==> config.mk <==
export PLATFORM = sky130hd
export DESIGN_NAME = programmable_interval_timer
export DESIGN_NICKNAME = d
export VERILOG_FILES = /design/src/sv/pit_pkg.sv /design/src/sv/programmable_interval_timer.sv /design/src/sv/pit_chan.sv
export SDC_FILE = /design/constraint.sdc
export NUM_CORES = 1
export LEC_CHECK = 0
export ABC_AREA = 1
export BUFFER_PORTS_ARGS = -buffer_cell sky130_fd_sc_hd__buf_4
export CORE_MARGIN = 1.5
export CORE_UTILIZATION = 25
export CTS_BUF_LIST = sky130_fd_sc_hd__clkbuf_4
export DETAILED_ROUTE_END_ITERATION = 10
export GPL_ROUTABILITY_DRIVEN = 0
export PLACE_DENSITY = 0.42
export SYNTH_ARGS = -nofsm -noshare
export SYNTH_HDL_FRONTEND = slang
export SYNTH_HIERARCHICAL = 1
export SYNTH_SLANG_ARGS = --single-unit
==> constraint.sdc <==
create_clock -name i_clk -period 6.7 [get_ports i_clk]
set_input_delay 0.67 -clock i_clk [delete_from_list [all_inputs] [get_ports i_clk]]
set_output_delay 0.67 -clock i_clk [all_outputs]
set_load 0.1 [all_outputs]
==> src/sv/pit_pkg.sv <==
// shared types, codes and helpers for the interval timer
package pit_pkg;

    typedef enum logic [1:0] {
        FUNC_WRITE = 2'd0,
        FUNC_READ  = 2'd1,
        FUNC_CLOCK = 2'd2,
        FUNC_GATE  = 2'd3
    } t_func;

    localparam logic [1:0] PORT_CTRL = 2'd3;
    localparam logic [1:0] SEL_READBACK = 2'd3;

    localparam logic [1:0] AM_LOW  = 2'd1;
    localparam logic [1:0] AM_HIGH = 2'd2;

    // access flag bit positions
    localparam int AF_LATCHED = 0;
    localparam int AF_RLOW    = 1;
    localparam int AF_RHIGH   = 2;
    localparam int AF_WLOW    = 3;
    localparam int AF_WHIGH   = 4;

    localparam logic [16:0] CNT_FULL  = 17'h10000;
    localparam logic [16:0] CNT_SQ_1  = 17'h10001;
    localparam logic [7:0]  CTRL_INIT = 8'h34;
    localparam logic [7:0]  NO_BYTE   = 8'hFF;

    typedef struct packed {
        logic [16:0] cnt;
        logic [15:0] reload;
        logic [7:0]  ctrl;
        logic [2:0]  mode;
        logic [15:0] latched;
        logic        out;
        logic        gate;
        logic        clk_prev;
        logic [4:0]  af;
        logic        load_pend;
        logic        running;
        logic        nullc;
        logic        st_pend;
        logic [7:0]  st_byte;
    } t_chan_state;

    localparam t_chan_state CHAN_RESET = '{
        cnt: CNT_FULL, reload: 16'h0, ctrl: CTRL_INIT, mode: 3'd3, latched: 16'h0,
        out: 1'b1, gate: 1'b1, clk_prev: 1'b0, af: 5'h0, load_pend: 1'b0,
        running: 1'b0, nullc: 1'b1, st_pend: 1'b0, st_byte: 8'h0};

    // modes 6 and 7 alias 2 and 3
    function automatic logic [2:0] f_mode_map(logic [2:0] code);
        logic [2:0] m;
        begin
            m = code;
            if (code == 3'd6) m = 3'd2;
            if (code == 3'd7) m = 3'd3;
            return m;
        end
    endfunction

endpackage

==> src/sv/programmable_interval_timer.sv <==
// top level of the interval timer: request register, channels, result register
//
// Usage: requests enter on i_in_valid/o_in_ready with i_func, i_port_or_channel,
// i_write_byte and i_line_level. Each request gives exactly one result on
// o_out_valid/i_out_ready: o_read_byte (255 unless a counter read) and
// o_out_levels, the OUT pins after the request has been applied.
// An accepted request waits in the request register; the channel update then
// writes channel state and the result register together, and o_out_valid rises
// from the result register. Throughput is one request per cycle while the
// receiver does not stall; state written by one request is seen by the next.
// When the receiver stalls, the result register holds and the request register
// takes one more request, then o_in_ready drops until the result is taken.
// i_cfg_we writes i_cfg_data into the read-back enable bit at once.
// Reset (i_rst_n low, synchronous) empties both registers, sets every channel
// to mode 3 with OUT high and null count set, and enables read-back.
module programmable_interval_timer #(
    parameter int NUM_CHANNELS = 3
) (
    input  logic       i_clk,
    input  logic       i_rst_n,
    input  logic       i_in_valid,
    output logic       o_in_ready,
    input  logic [1:0] i_func,
    input  logic [1:0] i_port_or_channel,
    input  logic [7:0] i_write_byte,
    input  logic       i_line_level,
    output logic       o_out_valid,
    input  logic       i_out_ready,
    output logic [7:0] o_read_byte,
    output logic [2:0] o_out_levels,
    input  logic       i_cfg_we,
    input  logic       i_cfg_data
);

    logic       r_rb_en;
    logic       r_in_v;
    logic [1:0] r_func;
    logic [1:0] r_pc;
    logic [7:0] r_wb;
    logic       r_lvl;
    logic       r_out_v;
    logic [7:0] r_rd;
    logic [2:0] r_lv;

    logic       out_free;
    logic       go;
    logic [7:0] w_rd [3];
    logic [2:0] w_lv;
    logic [7:0] n_rd;

    assign out_free   = !r_out_v || i_out_ready;
    assign go         = r_in_v && out_free;
    assign o_in_ready = !r_in_v || out_free;

    for (genvar ch = 0; ch < 3; ch++) begin : g_ch
        if (ch < NUM_CHANNELS) begin : g_on
            pit_chan #(.CH(ch)) u_chan (
                .i_clk    (i_clk),
                .i_rst_n  (i_rst_n),
                .i_go     (go),
                .i_rb_en  (r_rb_en),
                .i_func   (r_func),
                .i_pc     (r_pc),
                .i_wb     (r_wb),
                .i_lvl    (r_lvl),
                .o_rd     (w_rd[ch]),
                .o_out_nxt(w_lv[ch])
            );
        end else begin : g_off
            assign w_rd[ch] = pit_pkg::NO_BYTE;
            assign w_lv[ch] = 1'b0;
        end
    end

    // only the addressed channel drives a byte other than 255
    assign n_rd = w_rd[0] & w_rd[1] & w_rd[2];

    always_ff @(posedge i_clk) begin
        if (!i_rst_n) begin
            r_rb_en <= 1'b1;
            r_in_v  <= 1'b0;
            r_out_v <= 1'b0;
        end else begin
            if (i_cfg_we) r_rb_en <= i_cfg_data;
            if (o_in_ready) r_in_v <= i_in_valid;
            if (out_free) r_out_v <= r_in_v;
        end
    end

    always_ff @(posedge i_clk) begin
        if (i_in_valid && o_in_ready) begin
            r_func <= i_func;
            r_pc   <= i_port_or_channel;
            r_wb   <= i_write_byte;
            r_lvl  <= i_line_level;
        end
        if (go) begin
            r_rd <= n_rd;
            r_lv <= w_lv;
        end
    end

    assign o_out_valid  = r_out_v;
    assign o_read_byte  = r_rd;
    assign o_out_levels = r_lv;

endmodule

==> src/sv/pit_chan.sv <==
// one counter channel: state registers and the per-request update
module pit_chan #(
    parameter int CH = 0
) (
    input  logic       i_clk,
    input  logic       i_rst_n,
    input  logic       i_go,
    input  logic       i_rb_en,
    input  logic [1:0] i_func,
    input  logic [1:0] i_pc,
    input  logic [7:0] i_wb,
    input  logic       i_lvl,
    output logic [7:0] o_rd,
    output logic       o_out_nxt
);

    pit_pkg::t_chan_state r_st, n_st;

    function automatic logic [16:0] f_start(pit_pkg::t_chan_state s);
        logic [16:0] v;
        begin
            if (s.reload == 16'h0) v = pit_pkg::CNT_FULL;
            else if (s.mode == 3'd3 && s.reload == 16'h1) v = pit_pkg::CNT_SQ_1;
            else v = {1'b0, s.reload};
            return v;
        end
    endfunction

    function automatic pit_pkg::t_chan_state f_latch(pit_pkg::t_chan_state s);
        pit_pkg::t_chan_state t;
        begin
            t = s;
            t.latched = s.cnt[15:0];
            t.af[pit_pkg::AF_LATCHED] = 1'b1;
            if (s.ctrl[5:4] == pit_pkg::AM_LOW) begin
                t.af[pit_pkg::AF_RLOW]  = 1'b1;
                t.af[pit_pkg::AF_RHIGH] = 1'b0;
            end else if (s.ctrl[5:4] == pit_pkg::AM_HIGH) begin
                t.af[pit_pkg::AF_RLOW]  = 1'b0;
                t.af[pit_pkg::AF_RHIGH] = 1'b1;
            end else begin
                t.af[pit_pkg::AF_RLOW]  = 1'b1;
                t.af[pit_pkg::AF_RHIGH] = 1'b1;
            end
            return t;
        end
    endfunction

    function automatic pit_pkg::t_chan_state f_try_start(pit_pkg::t_chan_state s);
        pit_pkg::t_chan_state t;
        begin
            t = s;
            if (!s.af[pit_pkg::AF_WLOW] && !s.af[pit_pkg::AF_WHIGH] && s.gate)
                t.running = 1'b1;
            return t;
        end
    endfunction

    function automatic logic f_out_upd(logic o, logic [2:0] m, logic [16:0] c,
                                       logic [16:0] tmp);
        logic r;
        begin
            r = o;
            if (m == 3'd3) begin
                r = (c > (tmp >> 1));
            end else begin
                if (c <= 17'd1 && (m == 3'd2 || m == 3'd4 || m == 3'd5)) r = 1'b0;
                if (c == 17'd0) r = 1'b1;
            end
            return r;
        end
    endfunction

    // falling clock edge: at most one reload wrap per step
    function automatic pit_pkg::t_chan_state f_edge(pit_pkg::t_chan_state s);
        pit_pkg::t_chan_state t;
        logic [16:0] c;
        logic [16:0] tmp;
        logic        dec;
        begin
            t = s;
            dec = 1'b1;
            if (s.running) begin
                if (s.load_pend) begin
                    dec = 1'b0;
                    t.load_pend = 1'b0;
                    t.cnt = f_start(s);
                    t.nullc = 1'b0;
                end
                c = t.cnt - {16'h0, dec};
                tmp = f_start(s);
                t.out = f_out_upd(t.out, s.mode, c, tmp);
                if (c == 17'd0) begin
                    if (s.mode == 3'd0 || s.mode == 3'd2 || s.mode == 3'd3) begin
                        c = c + tmp;
                        t.nullc = 1'b0;
                        t.out = f_out_upd(t.out, s.mode, c, tmp);
                    end else begin
                        t.running = 1'b0;
                        c = pit_pkg::CNT_FULL;
                    end
                end
                t.cnt = c;
            end
            return t;
        end
    endfunction

    always_comb begin
        n_st = r_st;
        o_rd = pit_pkg::NO_BYTE;
        unique case (pit_pkg::t_func'(i_func))
            pit_pkg::FUNC_WRITE: begin
                if (i_pc == pit_pkg::PORT_CTRL) begin
                    if (i_wb[7:6] == pit_pkg::SEL_READBACK) begin
                        if (i_rb_en && i_wb[CH+1]) begin
                            if (!i_wb[4] && !r_st.st_pend) begin
                                n_st.st_byte = {r_st.out, r_st.nullc, r_st.ctrl[5:0]};
                                n_st.st_pend = 1'b1;
                            end
                            if (!i_wb[5] && !r_st.af[pit_pkg::AF_LATCHED])
                                n_st = f_latch(n_st);
                        end
                    end else if (i_wb[7:6] == 2'(CH)) begin
                        if (i_wb[5:4] != 2'd0) begin
                            n_st.mode = pit_pkg::f_mode_map(i_wb[3:1]);
                            n_st.af = 5'h0;
                            n_st.ctrl = i_wb;
                            n_st.out = (n_st.mode != 3'd0);
                            n_st.running = 1'b0;
                            n_st.reload = 16'h0;
                            n_st.nullc = 1'b1;
                        end else if (!r_st.af[pit_pkg::AF_LATCHED]) begin
                            n_st = f_latch(r_st);
                        end
                    end
                end else if (i_pc == 2'(CH)) begin
                    if (!r_st.af[pit_pkg::AF_WLOW] && !r_st.af[pit_pkg::AF_WHIGH]) begin
                        n_st.af[pit_pkg::AF_WLOW]  = r_st.ctrl[4];
                        n_st.af[pit_pkg::AF_WHIGH] = r_st.ctrl[5];
                    end
                    if (n_st.af[pit_pkg::AF_WLOW]) begin
                        n_st.reload = {8'h0, i_wb};
                        n_st.af[pit_pkg::AF_WLOW] = 1'b0;
                    end else if (n_st.af[pit_pkg::AF_WHIGH]) begin
                        if (r_st.ctrl[5:4] == pit_pkg::AM_HIGH) n_st.reload = {i_wb, 8'h0};
                        else n_st.reload = {i_wb, r_st.reload[7:0]};
                        n_st.af[pit_pkg::AF_WHIGH] = 1'b0;
                    end
                    n_st.nullc = 1'b1;
                    n_st.out = (r_st.mode != 3'd0);
                    if (r_st.mode == 3'd0 || r_st.mode == 3'd4) begin
                        n_st.running = 1'b0;
                        n_st.load_pend = 1'b1;
                        n_st = f_try_start(n_st);
                    end else if ((r_st.mode == 3'd2 || r_st.mode == 3'd3) && !r_st.running) begin
                        n_st.load_pend = 1'b1;
                        n_st = f_try_start(n_st);
                    end
                end
            end
            pit_pkg::FUNC_READ: begin
                if (i_pc == 2'(CH)) begin
                    if (r_st.st_pend) begin
                        n_st.st_pend = 1'b0;
                        o_rd = r_st.st_byte;
                    end else begin
                        if (r_st.af[2:0] == 3'b000) n_st = f_latch(r_st);
                        if (n_st.af[pit_pkg::AF_RLOW]) begin
                            n_st.af[pit_pkg::AF_RLOW] = 1'b0;
                            if (!n_st.af[pit_pkg::AF_RHIGH]) n_st.af[pit_pkg::AF_LATCHED] = 1'b0;
                            o_rd = n_st.latched[7:0];
                        end else if (n_st.af[pit_pkg::AF_RHIGH]) begin
                            n_st.af[pit_pkg::AF_RHIGH]   = 1'b0;
                            n_st.af[pit_pkg::AF_LATCHED] = 1'b0;
                            o_rd = n_st.latched[15:8];
                        end
                    end
                end
            end
            pit_pkg::FUNC_CLOCK: begin
                if (i_pc == 2'(CH)) begin
                    if (r_st.clk_prev && !i_lvl) n_st = f_edge(r_st);
                    n_st.clk_prev = i_lvl;
                end
            end
            pit_pkg::FUNC_GATE: begin
                if (i_pc == 2'(CH)) begin
                    n_st.gate = i_lvl;
                    if (r_st.gate && !i_lvl) begin
                        if (!(r_st.mode == 3'd1 || r_st.mode == 3'd5)) n_st.running = 1'b0;
                        if (r_st.mode == 3'd2 || r_st.mode == 3'd3) n_st.out = 1'b1;
                    end else if (!r_st.gate && i_lvl) begin
                        n_st.running = 1'b0;
                        if (!(r_st.mode == 3'd0 || r_st.mode == 3'd4)) n_st.load_pend = 1'b1;
                        n_st = f_try_start(n_st);
                        if (r_st.mode == 3'd1) n_st.out = 1'b0;
                    end
                end
            end
            default: ;
        endcase
    end

    assign o_out_nxt = n_st.out;

    always_ff @(posedge i_clk) begin
        if (!i_rst_n) begin
            r_st <= pit_pkg::CHAN_RESET;
        end else if (i_go) begin
            r_st <= n_st;
        end
    end

endmodule

# Word level (Yosys, flattened, before mapping)
# Cells that the tools add are included.
# op_classes
n_lt_le_gt_ge,12
eq_ne,115
muxes,315
reduce_logical,160
add_sub_neg,6
n_shift,0
multipliers,0
div_mod_pow,0
bitwise_logic,6
# ops
op,n
80-bit 2-to-1 mux,33
80-bit one-hot mux with 4 select lines,3
17-bit 2-to-1 mux,42
36-bit 2-to-1 mux,9
71-bit 2-to-1 mux,3
8-bit 2-to-1 mux,24
63-bit 2-to-1 mux,3
16-bit 2-to-1 mux,9
1-bit 2-to-1 mux,123
17-bit by 16-bit > comparator with 1-bit output,6
17-bit by 1-bit less-or-equal comparator with 1-bit output (second input constant),6
17-bit zero test,6
27-bit 2-to-1 mux,3
12-bit 2-to-1 mux,6
7-bit AND reduction,9
20-bit 2-to-1 mux,3
2-bit by 1-bit inequality test with 1-bit output (second input constant),30
10-bit AND reduction,6
3-bit 2-to-1 mux,18
9-bit 2-to-1 mux,6
17-bit adder,3
17-bit by 1-bit subtractor with 17-bit output,3
16-bit by 1-bit equality test with 1-bit output (second input constant),3
16-bit zero test,3
29 further kinds,254
# totals
mem_bits_rw,0
mem_count,0
register_bits,261
latchBits,0
rom_bits,0
wordCells,671

# Longest topological paths before layout
# Gate-level depths: netlist (run 1).
# depth
ltp_word,24
mapped_depth,45
ltp_nobuf,42

# Hierarchy
# The synthesis (run 1) kept the hierarchy.
# modules_own_cells
module,seq_area_each_um2,cells_each,area_each_um2,instances
pit_chan at g_ch[0].g_on.u_chan,1541.5,1255,7390.8,1
pit_chan at g_ch[1].g_on.u_chan,1541.5,1234,7382.1,1
pit_chan at g_ch[2].g_on.u_chan,1541.5,1228,7359.6,1
programmable_interval_timer,780.7,49,899.6,1

# Worst setup path after synthesis (run 1)
# No wires, ideal clock.
# synth_timing
kind,register -> register
from,register g_ch[0].g_on.u_chan/r_st[11] (netlist name)
to,"register r_lv[0] (netlist: o_out_levels[0]), data pin"
stages_incl_launch_ff,39
arrival_ns,3.958
path_slack_ns,2.485
setup_time_ns,0.258
cell_sequence,dfxtp_1 -> buf_6 -> buf_2 -> buf_2 -> nand2_1 -> o21ai_0 -> ha_1 -> nand3_2 -> nor2_4 -> nand3_2 -> nand2_1 -> nand2_1 -> ha_1 -> nand2_1 -> inv_1 -> nand2_1 -> nand2_1 -> nand3b_1 -> [3 not listed] -> a21oi_1 -> o21bai_1 -> a21oi_1 -> nand2_1 -> nand3_1 -> nand2_1 -> nand2_1 -> nand2_1 -> nand2_1 -> nand3_1 -> nand2_1 -> clkinv_1 -> nand2_1 -> nand2_1 -> nand2_1 -> nand2_1 -> nand2_1 -> nand2_2
# synth_between
elab_chain_len,20
word_cells_on_any_way,32
cone_classes,2 x add/sub; 4 x order compare; 22 x mux; 4 x reduce/logical
# synth_rtl
element,line_no,source
start: declaration,pit_chan.sv:17,"pit_pkg::t_chan_state r_st, n_st;"
start signal: assignment,pit_chan.sv:209,r_st <= pit_pkg::CHAN_RESET;
start signal: assignment,pit_chan.sv:211,r_st <= n_st;
17-bit 2-to-1 mux or 1-bit 2-to-1 mux (tied branches),pit_chan.sv:84,if (s.load_pend) begin
17-bit 2-to-1 mux or 1-bit 2-to-1 mux (tied branches),pit_chan.sv:83,if (s.running) begin
17-bit 2-to-1 mux or 1-bit 2-to-1 mux (tied branches),pit_chan.sv:183,if (r_st.clk_prev && !i_lvl) n_st = f_edge(r_st);
17-bit 2-to-1 mux or 1-bit 2-to-1 mux (tied branches),pit_chan.sv:182,if (i_pc == 2'(CH)) begin
17-bit 2-to-1 mux or 1-bit 2-to-1 mux (tied branches),pit_chan.sv:112,unique case (pit_pkg::t_func'(i_func))
17-bit by 1-bit subtractor with 17-bit output *,pit_chan.sv:90,"c = t.cnt - {16'h0, dec};"
branches (longest 9 deep; another with 17-bit adder),n/a,
1-bit 2-to-1 mux *,pit_chan.sv:93,if (c == 17'd0) begin
1-bit 2-to-1 mux *,pit_chan.sv:83,
80-bit 2-to-1 mux *,pit_chan.sv:183,
80-bit 2-to-1 mux *,pit_chan.sv:182,
80-bit one-hot mux with 4 select lines *,pit_chan.sv:112,
via w_lv[0],programmable_interval_timer.sv:48,logic [2:0] w_lv;
end signal: assignment,programmable_interval_timer.sv:99,r_lv <= w_lv;
end: declaration,programmable_interval_timer.sv:43,logic [2:0] r_lv;
# Mark *: on every way through the listed nets, which the timed path passes. The select of a mux whose other input is x is not followed.
# A chain may end at the register's enable or synchronous reset.

# Worst setup path after layout (run 1)
# layout_timing
from,register g_ch[2].g_on.u_chan/r_st[11] (netlist name)
to,"register r_lv[2] (netlist: o_out_levels[2]), data pin"
# layout_between
elab_chain_len,20
word_cells_on_any_way,32
cone_classes,2 x add/sub; 4 x order compare; 22 x mux; 4 x reduce/logical
# layout_rtl
element,line_no
start: declaration,pit_chan.sv:17
start signal: assignment,pit_chan.sv:209
start signal: assignment,pit_chan.sv:211
17-bit 2-to-1 mux or 1-bit 2-to-1 mux (tied branches),pit_chan.sv:84
17-bit 2-to-1 mux or 1-bit 2-to-1 mux (tied branches),pit_chan.sv:83
17-bit 2-to-1 mux or 1-bit 2-to-1 mux (tied branches),pit_chan.sv:183
17-bit 2-to-1 mux or 1-bit 2-to-1 mux (tied branches),pit_chan.sv:182
17-bit 2-to-1 mux or 1-bit 2-to-1 mux (tied branches),pit_chan.sv:112
17-bit by 1-bit subtractor with 17-bit output *,pit_chan.sv:90
branches (longest 9 deep; another with 17-bit adder),n/a
1-bit 2-to-1 mux *,pit_chan.sv:93
1-bit 2-to-1 mux *,pit_chan.sv:83
80-bit 2-to-1 mux *,pit_chan.sv:183
80-bit 2-to-1 mux *,pit_chan.sv:182
80-bit one-hot mux with 4 select lines *,pit_chan.sv:112
via w_lv[2],programmable_interval_timer.sv:48
# Marks and branches as above.

==> key figures, run 1 <==
Cells and area
  • Sequential cell area: 0.00541 mm2
  • Layout Cell Area excl Fill: 0.0254 mm2
  • Area growth syn-to-layout: 10.2%
  • Layout cells sized above 1: ~8.5%
  • Cell Count, Final, Fillers Out: 5014
  • Fillcell total: between 10k and 15k
  • Multi-input gate area: 0.0149 mm2
  • Nets: 3969

Clocking
  • Root buf cell: clkbuf_4
  • Total setup buffers inserted after CTS: 0
  • CTS tree: done
  • Clk slew on worst S/H paths: approximately 0.07 ns
  • Clk Latency, worst-skew pair: between 0.8 and 0.9 ns
  • H-Tree Depth: 3
  • CTS buffer count: 81
  • Max clock buf depth: 3
  • Clk sink count: 258

Global route
  • Largest net degree at the start of global routing: 56
  • Initial antenna violation count: 2
  • Vias in the first global route: 23.4k
  • Met2 usage: between 20 and 30%
  • GR Layer Usage met1: slightly below 30%
  • GR Util All Layers: between 10% and 20%
  • Gr busiest metal: met1
  • First-pass GRT wire length: 143000 um
  • GRT Residual Overflow: 0
  • Met3 Usage GRT: approximately 3.3%

Logic synthesis
  • Cell variety after synth: 67
  • Async SR Flop Fraction: 0%
  • Synth Net Count: 3960
  • Syn Inst Count: 3766
  • Sequential area share after synthesis: between 20% and 30%
  • Area contributors post-synth: dfxtp_1 20%, nand2_1 16%, ha_1 9.3%
  • Post-synthesis cell area: around 0.023 mm2
  • Synth top area share: about a fifth
  • Post-synth top cells: 1005 x nand2_1, 513 x inv_1, 332 x nor2_1
  • Synthesized area per cell: 6.12 um2
  • Synth area leader: dfxtp_1
  • Synthesis Warnings: 6
  • Most numerous cell in the Yosys netlist: nand2_1
  • Most used DFF post-synth: dfxtp_1
  • Flops & latches, synth: roughly 260
  • EDFF count, synth: 24

Worst setup path
  • FF-to-FF path depth: 29
  • Critical Path Sink Type: register
  • CP most frequent cell: nand2_1
  • Crit path max fanout: 25
  • Setup crit start kind: register
  • Flop2flop setup slack: 1.42 ns
  • Critical Path RT: around 7.3 ns
  • Slowest cell on crit path: dfxtp_1
  • Critical Path AT: 5.84 ns
  • WS Path Type: register to register
  • CP max stage delay: roughly 0.74 ns

Placed design
  • Buffers on Ports: 31
  • DP HPWL: around 73000 um
  • Placed Cells: just under 5k
  • DP Area: 0.0243 mm2

STA
  • RSZ-0062 raised after global routing: false
  • Fin Setup TNS: 0 ns
  • Fmax: roughly 0.19 GHz
  • Tcrit/Tclk final: 78.8%
  • Worst-case clock skew: between 0.08 and 0.09 ns
  • Max-Slew Margin vs Limit: 20.4%
  • Endpoints failing setup: 0
  • Final min period: 5.28 ns
  • Final-report max-slew violation count: 0
  • Slew @ Worst Pin: roughly 1.2 ns
  • Final hold vios: 0

Routing
  • DRT Wirelength: roughly 94000 um
  • Drt wl/cell: 18.7 um
  • Vias: ~25k
  • Post-route ant nets: 0
  • Residual DRC: 0
  • DR iter-0 viols: ~1.8k
  • DRT Pass-1 Iters: 5
  • Vias/cell: 4.92

Hold path
  • HP Class: input port to register
  • Hold Crit Depth: 1

Die
  • Die area: approximately 0.094 mm2
  • CORE AREA: 0.0915 mm2
  • Die X: between 300 and 400 um
  • Chip height: 307 um
  • # IOs: 32
  • Row count: about 110
  • Starting Density: 25.2%

Job
  • Max-cap violation count: 0

Pwr
  • Leak Pwr: 11.3 nW
  • Max IR drop VDD: ~110 uV
  • Power per cell area: between 200 and 250 mW/mm2

Outcome
  • Outcome: finished clean
timing repair:
action / CTS / global route
hold endpoints to repair: 14 / 0
resized for setup: 0 / 0
hold buffers: 15 / 0
endpoints found under the setup margin: 0 / 0
power by group:
group | internal [mW] | switching [mW] | leakage (nW)
Sequential | 1.62 | 0.0720 | 2.12
Clock | 0.792 | 0.767 | 0.579
Combinational | 0.715 | 1.58 | 8.64
Total | 3.13 | 2.42 | 11.3
stage by stage:
stage                     hold WS, ns  utilization [%]  total power, mW  setup slack, ns
after detailed placement        0.446             26.5             3.98             1.56
after CTS                      0.0228             27.7             5.60             1.49
final                          0.0947             27.7             5.55             1.42
after floorplan                 0.426                -             3.32             2.48
after global placement          0.442             26.5             4.00             1.57
after global routing           0.0298             27.7             6.02            0.922
worst max-delay path, delay by kind of cell, from the launching register on:
kind / cells / cell delay, ns
and+or+nand+nor: 18 / 2.13
buffers and inverters: 4 / 0.36
DFF: 1 / 0.74
adders and majority gates: 3 / 0.96
AOI/OAI and AO/OA: 4 / 0.79
cell usage in the layout, fill, tap and decap left out, types with 10 or more instances in the layout:
master	Yosys	final
nor3_1	47	45
o21ai_0	212	212
buf_4	1	57
dlygate4sd3_1	0	15
a21oi_1	302	301
nand3_1	232	232
o21ai_2	10	10
o22ai_1	48	48
o211ai_1	26	26
nand3_2	11	11
edfxtp_1	24	24
o21ai_1	39	39
a31oi_1	26	26
xor2_1	11	11
nor4_1	10	10
nand4_1	56	56
nor2_2	30	30
nor2_1	332	332
clkinv_1	12	24
ha_1	172	172
clkbuf_4	0	116
a211oi_1	58	58
nand2_2	39	39
nand3b_1	19	19
nand2_1	1005	1005
a22oi_1	18	18
dfxtp_1	234	233
and3_1	11	11
inv_1	513	513
inv_2	19	20
final timing paths:
path	startpoint	end
hold / removal	i_write_byte[5]	r_wb[5]
setup / recovery	g_ch[2].g_on.u_chan/r_st[11]	o_out_levels[2]
setup reg to reg	g_ch[2].g_on.u_chan/r_st[11]	o_out_levels[2]
hold reg to reg	g_ch[1].g_on.u_chan/r_st[29]	g_ch[1].g_on.u_chan/r_st[29]
logic make-up (layout without fill, tap and decap cells):
kind of cell             count (synthesis)  count (layout)  synth area share (%)
other                                    0               2                     0
buffers and inverters                  692             752                  12.0
flip-flops                             258             258                  23.5
AO/OA/AOI/OAI                          803             803                  20.1
XOR/XNOR                                14              14                 0.532
AND/OR/NAND/NOR                       1824            1824                  34.3
adder cells (fa/ha/maj)                175             175                  9.60
per-layer routing:
| layer | wire (um) | vias up |
|---|---|---|
| met5 | 0 | - |
| met4 | 2360 | 0 |
| met3 | 5430 | 117 |
| met2 | 38500 | 714 |
| met1 | 47400 | 11300 |
| li1 | - | 12500 |
final cells by class:
| cell class | instances | share of cell area (%) |
|---|---|---|
| multi-input cells | 2816 | 58.6 |
| inverters | 546 | 8.12 |
| well taps | 1186 | 5.85 |
| clock buffers | 116 | 3.43 |
| clock inverters | 18 | 0.365 |
| repair buffers | 72 | 2.28 |
| flip-flops and latches | 258 | 21.3 |
| diodes | 2 | 0.0197 |
sequential cells by signal (all words and copies together), names as in the netlist:
signal                 flops
r_lvl                      1
r_func                     2
g_ch.g_on.u_chan/r_st    231
o_out_valid                1
o_out_levels               3
r_wb                       8
r_rb_en                    1
o_read_byte                8
r_pc                       2
r_in_v                     1
Power figures use the tool's default switching activity.
==> run 2, diff against run 1 <==
--- a/config.mk
+++ b/config.mk
@@ -5,14 +5,14 @@
 export SDC_FILE = /design/constraint.sdc
 export NUM_CORES = 1
 export LEC_CHECK = 0
-export ABC_AREA = 1
+export ABC_AREA = 0
 export BUFFER_PORTS_ARGS = -buffer_cell sky130_fd_sc_hd__buf_4
 export CORE_MARGIN = 1.5
 export CORE_UTILIZATION = 25
 export CTS_BUF_LIST = sky130_fd_sc_hd__clkbuf_4
 export DETAILED_ROUTE_END_ITERATION = 10
 export GPL_ROUTABILITY_DRIVEN = 0
-export PLACE_DENSITY = 0.42
+export PLACE_DENSITY = 0.43
 export SYNTH_ARGS = -nofsm -noshare
 export SYNTH_HDL_FRONTEND = slang
 export SYNTH_HIERARCHICAL = 1
==> constraint.sdc (replaced) <==
create_clock -name i_clk -period 4.4 [get_ports i_clk]
set_input_delay 0.44 -clock i_clk [delete_from_list [all_inputs] [get_ports i_clk]]
set_output_delay 0.44 -clock i_clk [all_outputs]
set_load 0.1 [all_outputs]
==> key figures, run 2 <==
STA
  • Worst-case clock skew: 0.0516 ns (-0.0320 ns)
  • Tcrit/Tclk final: 111% (+32 points)
  • Max-Slew Margin vs Limit: 14.9% (-5.5 points)
  • Post-Route Hold Slack: 0.156 ns (+0.0609 ns)
  • Final hold vios: 0 (unchanged)
  • Final-report max-slew violation count: 0 (unchanged)
  • Slew @ Worst Pin: 1.27 ns (+0.0782 ns)
  • Final min period: 4.88 ns (-0.399 ns)
  • Endpoints failing setup: 5 (+5)
  • Final setup margin: -0.484 ns (-1.90 ns)
  • Fmax: 0.205 GHz (+8.2%)
  • RSZ-0062 raised after global routing: true
  • Fin Setup TNS: -1.69 ns (-1.69 ns)

Placed design
  • DP Area: 0.0242 mm2 (-0.25%)
  • DP HPWL: 59600 um (-19%)
  • Buffers on Ports: 31 (unchanged)
  • Pre-CTS WS: -0.579 ns (-2.14 ns)

Clocking
  • H-Tree Depth: 3 (unchanged)
  • Clk slew on worst S/H paths: 0.06 ns (about the same)
  • Clk Latency, worst-skew pair: 0.81 ns (-0.06 ns)
  • Clk sink count: 258 (unchanged)
  • CTS buffer count: 81 (unchanged)
  • Max clock buf depth: 3 (unchanged)
  • Root buf cell: clkbuf_4
  • CTS tree: done

Pwr
  • Power per cell area: 240 mW/mm2 (+10%)
  • Comb pwr share: 23.6% (-18 points)
  • Int Pwr: 4.21 mW (+35%)
  • Net switching power: 2.02 mW (-17%)
  • Seq pwr share: 39.6% (+9.1 points)
  • Sw frac: 32.4% (-11 points)
  • Max IR drop VDD: 115 uV (+8.6%)
  • Clock power share: 36.8% (+8.7 points)
  • Leak Pwr: 10.5 nW (-7.7%)

Die
  • # IOs: 32 (unchanged)
  • Die X: 288 um (-6.1%)
  • Die area: 0.0829 mm2 (-12%)
  • Row count: 104 (-6.3%)
  • Chip height: 288 um (-6.1%)
  • Starting Density: 25.2% (+0.073 points)
  • CORE AREA: 0.0804 mm2 (-12%)

Worst setup path
  • Critical Path, Cell by Cell: or3_4, buf_4, a22o_4, or4_4, and2_4, ha_4, and2_4, o21ai_2, o21ai_1, nor2_1, o31ai_2, o22a_1, xor2_1, ha_1, nand4_1, nor4_4, nor2_1, nor2_1, a211oi_2, o41ai_2, a31oi_1
  • Slowest cell on crit path: or4_4
  • Worst r2r src: g_ch[1].g_on.u_chan/r_st[11]
  • WS Path Type: register to register
  • CP most frequent cell: nor2_1
  • Critical Path AT: 5.36 ns (-0.48 ns)
  • Critical Path RT: 4.87 ns (-2.39 ns)
  • Critical Path Sink Type: register
  • FF-to-FF path depth: 21 (-28%)
  • Setup crit start kind: register
  • R2r endpoint: o_out_levels[1]
  • CP max stage delay: 0.53 ns (-0.21 ns)
  • Flop2flop setup slack: -0.48 ns (-1.90 ns)
  • Crit path max fanout: 11 (-56%)

Logic synthesis
  • Most used DFF post-synth: dfxtp_1
  • Syn Inst Count: 2601 (-31%)
  • Post-synthesis cell area: 0.0203 mm2 (-12%)
  • Synthesized area per cell: 7.80 um2 (+28%)
  • Flops & latches, synth: 258 (unchanged)
  • Sequential area share after synthesis: 26.6% (+3.2 points)
  • Area contributors post-synth: dfxtp_1 23%, ha_1 11%, nand2_1 5.3%
  • Most numerous cell in the Yosys netlist: nand2_1
  • Synth Net Count: 2795 (-29%)
  • Synthesis Warnings: 6 (unchanged)
  • Async SR Flop Fraction: 0% (unchanged)
  • Post-synth top cells: 287 x nand2_1, 234 x dfxtp_1, 200 x a21oi_1
  • Synth area leader: dfxtp_1
  • EDFF count, synth: 24 (unchanged)
  • Synth top area share: 23.1% (+2.7 points)
  • Cell variety after synth: 95 (+42%)

Routing
  • Drt wl/cell: 19.0 um (+1.9%)
  • Residual DRC: 0 (unchanged)
  • Vias: 21.1k (-15%)
  • DRT Pass-1 Iters: 7 (+2)
  • DR iter-0 viols: 1354 (-24%)
  • Vias/cell: 5.18 (+5.3%)
  • DRT Wirelength: 77400 um (-17%)
  • Post-route ant nets: 0 (unchanged)

Global route
  • GR Util All Layers: 18.4% (-1.3 points)
  • Largest net degree at the start of global routing: 58 (+3.6%)
  • Vias in the first global route: 21.0k (-10%)
  • GRT Residual Overflow: 0 (unchanged)
  • First-pass GRT wire length: 120000 um (-16%)
  • Initial antenna violation count: 1 (-1)

Cells and area
  • Nets: 3144 (-21%)
  • Layout cells sized above 1: 22.8% (+14 points)
  • Layout Cell Area excl Fill: 0.0259 mm2 (+2.1%)
  • Fillcell total: 8571 (-18%)
  • Top reg by flops: g_ch.g_on.u_chan/r_st
  • Most frequent cells in the layout: 410 x buf_4, 286 x nand2_1, 231 x dfxtp_1
  • Final core utilization: 32.2% (+4.5 points)
  • Largest register FFs: 231 (unchanged)
  • Commonest non-fill, non-tap cell in the layout: buf_4
  • Area growth syn-to-layout: 27.7%

Job
  • Max-cap violation count: 0 (unchanged)

Outcome
  • Outcome: finished with violations
  • Failing checks: negative setup slack

Hold path
  • Hold endpoint: o_out_valid
  • HP Class: input port to register
  • Hold_sp: i_out_ready
  • Hold Crit Depth: 3 (+2)
-- run 2: cell count changes after synthesis, sizes merged, moves of 96 or more --
cell,delta
mux2i,+96
o21ai,-138
nand2,-760
nor2,-214
a21oi,-106
nand3,-122
inv,-431
-- run 2: how the worst max path moves through the flow --
stage / endpoint / startpoint / slack, ns
floorplan: o_out_levels[0] / g_ch[0].g_on.u_chan/r_st[11] / -0.78
global placement: o_out_levels[0] / g_ch[0].g_on.u_chan/r_st[11] / -0.49
detailed placement: g_ch[1].g_on.u_chan/r_st[19] / g_ch[1].g_on.u_chan/r_st[11] / -0.58
CTS: o_out_levels[0] / g_ch[0].g_on.u_chan/r_st[11] / -0.29
global route: o_out_levels[1] / g_ch[1].g_on.u_chan/r_st[11] / -0.63
finish: o_out_levels[1] / g_ch[1].g_on.u_chan/r_st[11] / -0.48
-- run 2: routing by layer --
layer  vias up  wire length, um  global-route usage [%]
met4         0             2650                    7.42
li1      10200                -                       -
met1     10200            35600                    24.0
met2       516            36100                    30.3
met3       145             3000                    2.59
met5         -                0                       0
-- run 2: logic make-up after synthesis --
logic type / count (synthesis) / share of synthesized area [%]
compound gates: 713 / 23.3
xor+xnor: 88 / 3.83
fa+ha+maj: 175 / 10.9
buf+inv: 272 / 5.29
flops: 258 / 26.6
mux: 100 / 4.96
simple gates: 995 / 25.1
-- run 2: critical path: cells and delay by family (launching register included) --
| family | cells | cell delay [ns] |
|---|---|---|
| adders and majority gates | 2 | 0.57 |
| and+or+nand+nor | 9 | 2.13 |
| DFF | 1 | 0.38 |
| xor gates and xnor gates | 1 | 0.16 |
| buffers and inverters | 1 | 0.15 |
| AOI/OAI and AO/OA | 8 | 1.19 |
-- run 2: area by class of cell --
type                    instances  area, um2  area share, %
multi-input cells            2071      14500           55.9
flip-flops and latches        258       5410           20.9
repair buffers                435       3350           12.9
well taps                    1060       1330           5.12
clock buffers                 113        848           3.27
inverters                     103        387           1.49
clock inverters                23       87.6          0.338
diodes                          2       5.00         0.0193
-- run 2: power by group through the flow --
stage                     Combinational, mW  Clock, mW  Sequential [mW]
final                                  1.47       2.29             2.47
after global routing                   1.60       2.53             2.47
after CTS                              1.44       2.40             2.47
after detailed placement               1.37          0             2.52
after global placement                 1.36          0             2.52
after floorplan                       0.810          0             2.53
-- run 2: repair_timing --
action | 4_1_cts | 5_1_grt
endpoints found under the setup margin | 6 | 18
hold endpoints to repair | 20 | 0
pin swaps | 39 | 38
buffers inserted | 14 | 6
hold buffers | 18 | 0
resized for setup | 53 | 33
-- run 2: through the flow --
step	power [mW]	std cells
5_1_grt	6.60	4065
3_3_place_gp	3.88	3889
3_5_place_dp	3.89	3889
4_1_cts	6.30	4057
2_1_floorplan	3.34	2601
6_report	6.23	4065
==> run 3, diff against run 2 <==
--- a/config.mk
+++ b/config.mk
@@ -8,11 +8,11 @@
 export ABC_AREA = 0
 export BUFFER_PORTS_ARGS = -buffer_cell sky130_fd_sc_hd__buf_4
 export CORE_MARGIN = 1.5
-export CORE_UTILIZATION = 25
+export CORE_UTILIZATION = 40
 export CTS_BUF_LIST = sky130_fd_sc_hd__clkbuf_4
 export DETAILED_ROUTE_END_ITERATION = 10
 export GPL_ROUTABILITY_DRIVEN = 0
-export PLACE_DENSITY = 0.43
+export PLACE_DENSITY = 0.6
 export SYNTH_ARGS = -nofsm -noshare
 export SYNTH_HDL_FRONTEND = slang
 export SYNTH_HIERARCHICAL = 1
==> key figures, run 3 (synthesized netlist as in run 2, its figures left out) <==
Outcome
  • Outcome: finished with violations
  • Failing checks: negative setup slack

Die
  • CORE AREA: 0.0501 mm2 (-38%)
  • # IOs: 32 (unchanged)
  • Row count: 82 (-21%)
  • Die area: 0.0521 mm2 (-37%)
  • Starting Density: 40.5% (+15 points)
  • Die X: 228 um (-21%)
  • Chip height: 228 um (-21%)

STA
  • Max-Slew Margin vs Limit: 18.6% (+3.7 points)
  • Final setup margin: -0.371 ns (+0.112 ns)
  • Final hold vios: 0 (unchanged)
  • Slew @ Worst Pin: 1.22 ns (-0.0475 ns)
  • Fmax: 0.210 GHz (+2.4%)
  • Tcrit/Tclk final: 108% (-2.6 points)
  • Worst-case clock skew: 0.0479 ns (-0.00370 ns)
  • Endpoints failing setup: 6 (+1)
  • RSZ-0062 raised after global routing: true
  • Final min period: 4.77 ns (-0.112 ns)
  • Final-report max-slew violation count: 0 (unchanged)

Hold path
  • Hold endpoint: o_out_valid
  • Hold Crit Depth: 3 (unchanged)
  • Hold_sp: i_out_ready
  • HP Class: input port to register

Cells and area
  • Commonest non-fill, non-tap cell in the layout: buf_4
  • Layout cells sized above 1: 22.4% (-0.35 points)
  • Sequential cell area: 0.00541 mm2 (unchanged)
  • Fillcell total: 4926 (-43%)
  • Largest register FFs: 231 (unchanged)
  • Most frequent cells in the layout: 370 x buf_4, 285 x nand2_1, 231 x dfxtp_1
  • Area growth syn-to-layout: 24.6%
  • Layout Cell Area excl Fill: 0.0253 mm2 (-2.4%)
  • Cell Count, Final, Fillers Out: 3631 (-11%)
  • Nets: 3095 (-1.6%)
  • Top reg by flops: g_ch.g_on.u_chan/r_st
  • Final core utilization: 50.5% (+18 points)
  • Multi-input gate area: 0.0146 mm2 (+1.0%)

Worst setup path
  • Slowest cell on crit path: or4b_4
  • Crit path max fanout: 4 (-7)
  • Flop2flop setup slack: -0.37 ns (+0.11 ns)
  • Critical Path RT: 4.90 ns (+0.03 ns)
  • Worst r2r src: g_ch[0].g_on.u_chan/r_st[11]
  • Critical Path Sink Type: register
  • Setup crit start kind: register
  • FF-to-FF path depth: 17 (-19%)
  • Crit path buffers/inverters: 1 (unchanged)
  • Critical path's top delay family: simple AND/OR/NAND/NOR gates
  • R2r endpoint: o_out_levels[0]
  • CP max stage delay: 0.54 ns (about the same)
  • Critical Path, Cell by Cell: mux2i_1, ha_2, or4b_4, a22oi_2, xnor2_2, ha_4, a2111oi_4, o21ai_1, buf_4, nand2_1, xnor2_1, or4b_4, or4_4, nor4_4, o21ai_4, a21oi_2, o21ai_1
  • Critical Path AT: 5.28 ns (-0.08 ns)
  • WS Path Type: register to register

Clocking
  • Clk slew on worst S/H paths: 0.07 ns (about the same)
  • Max clock buf depth: 3 (unchanged)
  • Clk sink count: 258 (unchanged)
  • CTS tree: done
  • Clk Latency, worst-skew pair: 0.79 ns (-0.02 ns)
  • Root buf cell: clkbuf_4
  • H-Tree Depth: 3 (unchanged)
  • CTS buffer count: 75 (-7.4%)

Pwr
  • Tot Pwr: 6.37 mW (+2.2%)
  • Net switching power: 2.01 mW (-0.54%)
  • Comb pwr share: 23.4% (-0.2 points)
  • Sw frac: 31.5% (-0.88 points)
  • Clock power share: 38.0% (+1.2 points)
  • Int Pwr: 4.36 mW (+3.5%)
  • Power per cell area: 252 mW/mm2 (+4.7%)
  • Leak Pwr: 10.3 nW (-1.8%)
  • Max IR drop VDD: 194 uV (+68%)
  • Seq pwr share: 38.6% (-1.0 points)

Routing
  • Vias: 21.3k (+0.96%)
  • DR iter-0 viols: 1669 (+23%)
  • Residual DRC: 0 (unchanged)
  • DRT Pass-1 Iters: 7 (unchanged)
  • Vias/cell: 5.86 (+13%)
  • Post-route ant nets: 0 (unchanged)
  • Drt wl/cell: 19.7 um (+3.6%)
  • DRT Wirelength: 71600 um (-7.5%)

Placed design
  • Pre-CTS WS: -0.602 ns (-0.0228 ns)
  • DP Area: 0.0233 mm2 (-3.8%)
  • DP HPWL: 53600 um (-10%)
  • Placed Cells: 3446 (-11%)
  • Buffers on Ports: 31 (unchanged)

Global route
  • First-pass GRT wire length: 113000 um (-6.5%)
  • Initial antenna violation count: 2 (+1)
  • Largest net degree at the start of global routing: 77 (+33%)
  • GR Util All Layers: 26.7% (+8.3 points)
  • Vias in the first global route: 20.8k (-1.1%)
  • GRT Residual Overflow: 0 (unchanged)

Job
  • Max-cap violation count: 0 (unchanged)
## run 3: worst max path at each step
stage | depth (start not counted) | endpoint | from
floorplan | 24 | o_out_levels[0] | g_ch[0].g_on.u_chan/r_st[11]
global placement | 19 | g_ch[1].g_on.u_chan/r_st[19] | g_ch[1].g_on.u_chan/r_st[11]
detailed placement | 19 | g_ch[1].g_on.u_chan/r_st[19] | g_ch[1].g_on.u_chan/r_st[11]
CTS | 23 | g_ch[1].g_on.u_chan/r_st[19] | g_ch[1].g_on.u_chan/r_st[11]
global route | 21 | o_out_levels[0] | g_ch[0].g_on.u_chan/r_st[11]
finish | 17 | o_out_levels[0] | g_ch[0].g_on.u_chan/r_st[11]
## run 3: layout make-up
cell class	instances	share of cell area, %
Tap cell	672	3.32
Clock buffer	110	3.26
Timing Repair Buffer	392	11.9
Inverter	103	1.53
Antenna cell	3	0.0297
Clock inverter	22	0.658
Sequential cell	258	21.4
Multi-Input combinational cell	2071	57.9
## run 3: metal layers
metal	share of wire, %	vias to the layer above	routed length (um)	track usage, %
met1	44	10200	31300	35.2
met4	3.9	0	2800	11.3
met3	6.4	201	4570	3.41
li1	-	10100	-	-
met2	46	783	33000	43.9
met5	0	-	0	0
## run 3: what timing repair did
action,in CTS,in global routing
hold buffers,18,0
setup buffers,22,12
pin swaps,66,41
hold endpoints to repair,16,0
setup endpoints to repair,6,10
gates resized for setup,67,49
## run 3: worst register-to-register path: stages, from the launching register on
cell and delay [ns]:
dfxtp_2 0.35, mux2i_1 0.21, ha_2 0.20, or4b_4 0.49, a22oi_2 0.28, xnor2_2 0.19
ha_4 0.26, a2111oi_4 0.29, o21ai_1 0.14, buf_4 0.15, nand2_1 0.07, xnor2_1 0.08
or4b_4 0.54, or4_4 0.51, nor4_4 0.35, o21ai_4 0.12, a21oi_2 0.17, o21ai_1 0.08
## run 3: stage by stage
stage	setup TNS, ns	hold slack (ns)
global placement	-1.96	0.440
CTS	-1.17	0.0895
floorplan	-1.79	0.423
detailed placement	-2.67	0.445
global route	-2.71	0.135
finish	-1.58	0.154
## run 3: power by group through the flow
stage	clock network, mW	logic [mW]	registers (mW)
floorplan	0	0.810	2.53
global placement	0	1.31	2.51
detailed placement	0	1.34	2.51
CTS	2.49	1.42	2.46
global route	2.62	1.61	2.46
finish	2.42	1.49	2.46
